--- src/sv/qchm_pkg.sv ---
// ----------------------------------------------------------------------------
// qchm_pkg: shared constants, types and helpers
// Bin geometry, counter width and the controller/datapath command bundle for
// the quantized color histogram mode block.
// ----------------------------------------------------------------------------
`default_nettype none

package qchm_pkg;

   localparam int COUNT_BITS  = 22;
   localparam int LEVEL_SHIFT = 4;
   localparam int CHAN_BITS   = 8 - LEVEL_SHIFT;
   localparam int BIN_BITS    = 3 * CHAN_BITS;
   localparam int BIN_TOTAL   = 1 << BIN_BITS;

   localparam logic [COUNT_BITS-1:0]  COUNT_MAX = {COUNT_BITS{1'b1}};
   localparam logic [LEVEL_SHIFT-1:0] HALF_STEP = LEVEL_SHIFT'(1) << (LEVEL_SHIFT - 1);

   typedef struct packed {
      logic pix_rd;    // read the bin of the incoming pixel
      logic pix_wr;    // write back the incremented count
      logic scan;      // read and clear the entry at the sweep address
      logic clr;       // write zero at the sweep address
      logic addr_inc;  // advance the sweep address
      logic best_clr;  // restart the maximum search
      logic load_out;  // load the result register
   } qchm_cmd_type;

   typedef struct packed {
      logic addr_last;  // sweep address is at the final bin
      logic last_pixel; // pixel in flight closes the image
   } qchm_sts_type;

   function automatic logic [BIN_BITS-1:0] bin_of(input logic [7:0] r,
                                                  input logic [7:0] g,
                                                  input logic [7:0] b);
      bin_of = {r[7 -: CHAN_BITS], g[7 -: CHAN_BITS], b[7 -: CHAN_BITS]};
   endfunction

   function automatic logic [7:0] centre_of(input logic [CHAN_BITS-1:0] part);
      centre_of = {part, HALF_STEP};
   endfunction

   function automatic logic [COUNT_BITS-1:0] sat_inc(input logic [COUNT_BITS-1:0] cnt);
      sat_inc = (cnt == COUNT_MAX) ? cnt : cnt + COUNT_BITS'(1);
   endfunction

endpackage

`default_nettype wire

--- src/sv/qchm_ctrl.sv ---
// ----------------------------------------------------------------------------
// qchm_ctrl: sequencing state machine
// Runs the post-reset clearing sweep, the per-pixel read-modify-write, the
// end-of-image search sweep and the result handshake.
// ----------------------------------------------------------------------------
`default_nettype none

module qchm_ctrl
   import qchm_pkg::*;
(
   input  wire logic         clock,
   input  wire logic         reset,
   input  wire logic         req_valid,
   output logic              req_stall,
   output logic              rsp_valid,
   input  wire logic         rsp_stall,
   output qchm_cmd_type      cmd,
   input  wire qchm_sts_type sts
);

   typedef enum logic [5:0] {
      ST_CLEAR  = 6'b000001,
      ST_IDLE   = 6'b000010,
      ST_UPDATE = 6'b000100,
      ST_SCAN   = 6'b001000,
      ST_DRAIN  = 6'b010000,
      ST_DONE   = 6'b100000
   } state_type;

   state_type state_ff, state_in;
   logic      rsp_valid_ff, rsp_valid_in;

   always_comb begin
      state_in = state_ff;
      cmd      = '0;
      unique case (state_ff)
         ST_CLEAR: begin
            cmd.clr      = 1'b1;
            cmd.addr_inc = 1'b1;
            if (sts.addr_last) begin
               state_in = ST_IDLE;
            end
         end
         ST_IDLE: begin
            if (req_valid) begin
               cmd.pix_rd = 1'b1;
               state_in   = ST_UPDATE;
            end
         end
         ST_UPDATE: begin
            cmd.pix_wr = 1'b1;
            if (sts.last_pixel) begin
               cmd.best_clr = 1'b1;
               state_in     = ST_SCAN;
            end else begin
               state_in = ST_IDLE;
            end
         end
         ST_SCAN: begin
            cmd.scan     = 1'b1;
            cmd.addr_inc = 1'b1;
            if (sts.addr_last) begin
               state_in = ST_DRAIN;
            end
         end
         ST_DRAIN: begin
            // let the final compare land
            state_in = ST_DONE;
         end
         ST_DONE: begin
            if (!rsp_valid_ff || !rsp_stall) begin
               cmd.load_out = 1'b1;
               state_in     = ST_IDLE;
            end
         end
         default: begin
            state_in = ST_CLEAR;
         end
      endcase
   end

   assign rsp_valid_in = cmd.load_out | (rsp_valid_ff & rsp_stall);

   always_ff @(posedge clock) begin
      if (reset) begin
         state_ff     <= ST_CLEAR;
         rsp_valid_ff <= 1'b0;
      end else begin
         state_ff     <= state_in;
         rsp_valid_ff <= rsp_valid_in;
      end
   end

   assign req_stall = (state_ff != ST_IDLE);
   assign rsp_valid = rsp_valid_ff;

   a_accept_update: assert property (@(posedge clock) disable iff (reset)
      (req_valid && !req_stall) |=> (state_ff == ST_UPDATE))
      else $error("accepted transaction did not enter update");

   a_scan_end: assert property (@(posedge clock) disable iff (reset)
      (state_ff == ST_SCAN && sts.addr_last) |=> (state_ff == ST_DRAIN))
      else $error("sweep did not stop at the final bin");

   a_load_valid: assert property (@(posedge clock) disable iff (reset)
      cmd.load_out |=> rsp_valid_ff)
      else $error("result load did not raise valid");

   a_no_overwrite: assert property (@(posedge clock) disable iff (reset)
      (rsp_valid_ff && rsp_stall) |-> !cmd.load_out)
      else $error("stalled result overwritten");

endmodule

`default_nettype wire

--- config.mk ---
export PLATFORM = sky130hd
export DESIGN_NAME = qchm_ctrl
export DESIGN_NICKNAME = d
export VERILOG_FILES = /design/src/sv/qchm_pkg.sv /design/src/sv/qchm_ctrl.sv
export SDC_FILE = /design/constraint.sdc
export NUM_CORES = 1
export LEC_CHECK = 0
export ABC_CLOCK_PERIOD_IN_PS = 5000
export BUFFER_PORTS_ARGS = -buffer_cell sky130_fd_sc_hd__buf_2
export CORE_AREA = 2 2 39 41
export DETAILED_ROUTE_END_ITERATION = 7
export DIE_AREA = 0 0 41 43
export GPL_ROUTABILITY_DRIVEN = 0
export PLACE_DENSITY = 0.55
export RECOVER_POWER = 50
export SLEW_MARGIN = 0
export SYNTH_ARGS = -nofsm -noshare
export SYNTH_HDL_FRONTEND = slang
export SYNTH_SLANG_ARGS = --single-unit
--- constraint.sdc ---
create_clock -name clock -period 5 [get_ports clock]
set_input_delay 0.5 -clock clock [delete_from_list [all_inputs] [get_ports clock]]
set_output_delay 0.5 -clock clock [all_outputs]
set_load 0.01 [all_outputs]
Word-level counts from Yosys, hierarchy flattened --
Index checks and enable logic that the tools add are counted. W data, S select, Z words.
Operators by class: reductions and logical operators 5, bitwise gates (word level) 2, eq/ne operators 11, multiplexer cells 16
Operator list (number):
- $pmux W6 S6 | 1
- $mux W6 | 4
- $mux W1 | 10
- $ne A2 B2 Y1 const B | 4
- $eq A6 B1 Y1 const B | 1
- $eq A6 B2 Y1 const B | 1
- $eq A6 B3 Y1 const B | 1
- $eq A6 B4 Y1 const B | 1
- $eq A6 B5 Y1 const B | 1
- $eq A6 B6 Y1 const B | 1
- $ne A6 B2 Y1 const B | 1
- $mux W4 | 1
- $reduce_and A4 Y1 | 1
- $logic_not A1 Y1 | 2
- $reduce_or A2 Y1 | 1
- $and A1 B1 Y1 | 1
- $logic_or A1 B1 Y1 | 1
- $or A1 B1 Y1 | 1
Word-level totals: output and inout bits 9, input port bits 6, logic and storage cells 36, register bits 7

Longest topological paths before layout --
word-level depth 5, mapped depth 5, gate-level depth less buffers 4

Worst setup path after synthesis --
OpenSTA, ideal clock, no wires.
path type reg2out, start point register state_ff[5], end point output port cmd[3] (netlist name), required time 4500 ps, stages on the path, launching flop included 3, slack 3313 ps, arrival 1187 ps, cells stage by stage dfxtp_1 > or3_4 > nor4b_1
RTL lines:
- from (decl) | RTL line qchm_ctrl.sv:30 | state_type state_ff, state_in;
- from (signal assigned) | RTL line qchm_ctrl.sv:89 | state_ff <= state_in;
- to (decl) | RTL line qchm_ctrl.sv:17 | output qchm_cmd_type cmd,

==> out/metrics.cfg <==
[status]
outcome = complete, no violations

[worst_setup_path]
critPathRequiredTime_ns = 4.50
critical_path.startpoint_type = register
cp_cell_sequence = or3_1 -> nor3_1 -> buf_2
cpPeakStageDelay_ns = 0.46
crit_path_end = cmd[2]
cp_data_arrival_time_ns = 1.61
critical_path_end_type = primary output
timing.critical_path.from = state_ff[5]
timing.critical_path.slowest_stage_cell = sky130_fd_sc_hd__or3_1
worst-r2r-cell-count = 4
crit-reg2reg-launch = state_ff[5]
reg2reg_setup_slack_ns = 3.22
critical_path.reg2reg.endpoint = state_ff[1]
crit_type = register to primary output
path_max_fanout = 7

[power]
total_power_mw = 0.234
power.density_cell_area_nw_per_um2 = 432
p_leak_nw = 0.229
ir_worst_vdd_mv = 0.233

[synth]
synth_compound_area_share_pct = 19.9
post_synth_main_area_contributors = sky130_fd_sc_hd__dfxtp_1 (30%), sky130_fd_sc_hd__nor2_1 (6.5%), sky130_fd_sc_hd__a21oi_1 (3.2%)
mapped_cells = 59
post_synth_xor_area_fraction_pct = 3.77
top_cell_type_s_share_of_synthesized_area_pct = 30.2
top_post_synthesis_cells_by_count = sky130_fd_sc_hd__nor2_1 (8), sky130_fd_sc_hd__dfxtp_1 (7), sky130_fd_sc_hd__inv_1 (4)
synth_top_family_by_area = simple AND/OR/NAND/NOR gates
synth-edff-count = 0
yosys.area_share.simple_pct = 34.8
ys_seq_elements = 7
synth_adder_area_share_pct = 0
yosys.area.top_type = sky130_fd_sc_hd__dfxtp_1
synthesis.yosys.warnings = 0
synth_fp_nets = 65
synth_mux_area_share_pct = 2.16
synth_async_sr_flop_share_pct = 0
ys.flop_type = sky130_fd_sc_hd__dfxtp_1
synth.yosys.seq_area_share_pct = 30.2
yosys.cell_count.top_type = sky130_fd_sc_hd__nor2_1
netlist-cell-type-count = 32
syn_avg_cell_area_um2 = 7.87
post_synth_instance_area_um2 = 464

[clock_network]
h_tree_levels = 1
ctsLongestPathBuffers = 2
root_buffer_cell = sky130_fd_sc_hd__clkbuf_4
clock_sinks = 7
clk_pin_slew_worst_paths_ns = 0.06
tritoncts.num_buffers = 3
worstSkewPairLatency_ns = 0.26
tritoncts = yes
post_cts_hold_buffer_count = 0
post_cts_resized = 0
cts_post_setup_buffers_inserted = 0

[sta]
worst-slew-pin-transition_ns = 0.382
fin_setup_tns_ns = 0
fin_crit_ns = 2.11
timing.final.setup_violations = 0
rsz0062_at_grt = false
timing.final.crit_share_pct = 42.2
final-hold-violation-count = 0
maxSlewHeadroom_pct = 74.6
timing.clock.skew_ns = 0.00104
max_freq_mhz = 474
finalMaxSlewViolations = 0

[floorplanning]
initial_utilization_pct = 33.5
floorplan.die.width_um = 41
die_h_um = 43
fp.dieArea_um2 = 1760
fp-row-count = 14
core_area_um2 = 1380
io_pins = 15

[drt]
routed_wire_length_per_instance_um = 12.8
drcViolationCount = 0
detail_route.first_pass.iterations = 4
via_count = 474
vias_per_cell = 5.33
drt_iter0_markers = 23
route.final.wire_length_um = 1140
drt.antenna.violating_nets = 0

[finish]
finish.net_count = 80
areaGrowthSynthToFinish_pct = 16.4
number_of_antenna_cells_inserted = 0
layout.area.seq_um2 = 140
drive_above_1_share_pct = 24.7
area_used_by_multi_input_combinational_logic_um2 = 270
filler_cell_count = 163
stdcell_count = 89
layout.core_utilization_pct = 39.1

[min_path]
holdPathStages = 3
holdCritPathClass = primary input to register

[placement]
place_inst = 85
io_buffer_count = 14
dp_hpwl_um = 839

[global_route]
gr-usage-all-layers_pct = 16.1
grt_overflow = 0
grt_pass1_vias = 438
grt_first_pass_wirelength_um = 1880
grt_start_max_net_pins = 12
initial_antenna_violation_count = 0

[run]
max_cap_violations = 0

## metrics by stage
step,worst slack [ns],cell area [um2],hold slack (ns)
2_1_floorplan,3.31,464,0.539
3_3_place_gp,3.23,527,0.540
3_5_place_dp,3.24,527,0.550
4_1_cts,2.95,553,0.493
5_1_grt,2.83,541,0.538
6_report,2.89,541,0.492
## critical path: cells and delay by family (launching register included)
kind          cells  cell delay (ns)
buf+inv           1             0.20
flops             1             0.37
simple gates      2             0.78
## logic make-up (layout without fill, tap and decap cells)
| family | count (synthesis) | after routing |
|---|---|---|
| AND/OR/NAND/NOR | 28 | 28 |
| XOR/XNOR | 2 | 2 |
| flip-flops | 7 | 7 |
| AO/OA/AOI/OAI | 13 | 13 |
| buffers and inverters | 8 | 22 |
| multiplexers | 1 | 1 |
## layer usage
layer  vias to the layer above  track usage [%]  share of wire, %
met1                       216             21.4                46
met3                         2             4.71               3.7
met4                         0             10.0               1.8
met2                        12             21.9                49
met5                         -                0                 0
li1                        244                -                 -
## worst min path at each step
stage	startpoint	end	slack [ns]
floorplan	state_ff[4]	state_ff[0]	0.54
global placement	rsp_valid	rsp_valid	0.54
detailed placement	rsp_valid	rsp_valid	0.55
CTS	sts[0]	state_ff[3]	0.49
global route	reset	rsp_valid	0.54
finish	sts[0]	state_ff[3]	0.49
## power by group
part	total, mW	internal, mW	switching, mW
Sequential	0.0831	0.0642	0.0189
Combinational	0.0953	0.0455	0.0498
Clock	0.0552	0.0307	0.0245
Total	0.234	0.140	0.0932
## cell type report
type	instances	area share, %
inverter	4	2.78
tap	16	3.70
sequential	7	25.9
timing repair buffer	14	12.7
multi-input combinational	44	50.0
clock buffer	4	4.86
## registers in the layout, indices dropped and copies added, names as in the netlist
name and flops:
rsp_valid 1, state_ff 6
## cell usage in the layout, fill, tap and decap left out, drive strengths merged, types with 2 or more instances in the layout
master / count
inv: 4
nor4: 2
clkbuf: 5
a21oi: 3
nor3: 3
nor2: 8
o21ai: 3
dfxtp: 7
nand2: 3
a31oi: 2
nand3: 2
buf: 13
Power figures use the tool's default switching activity.
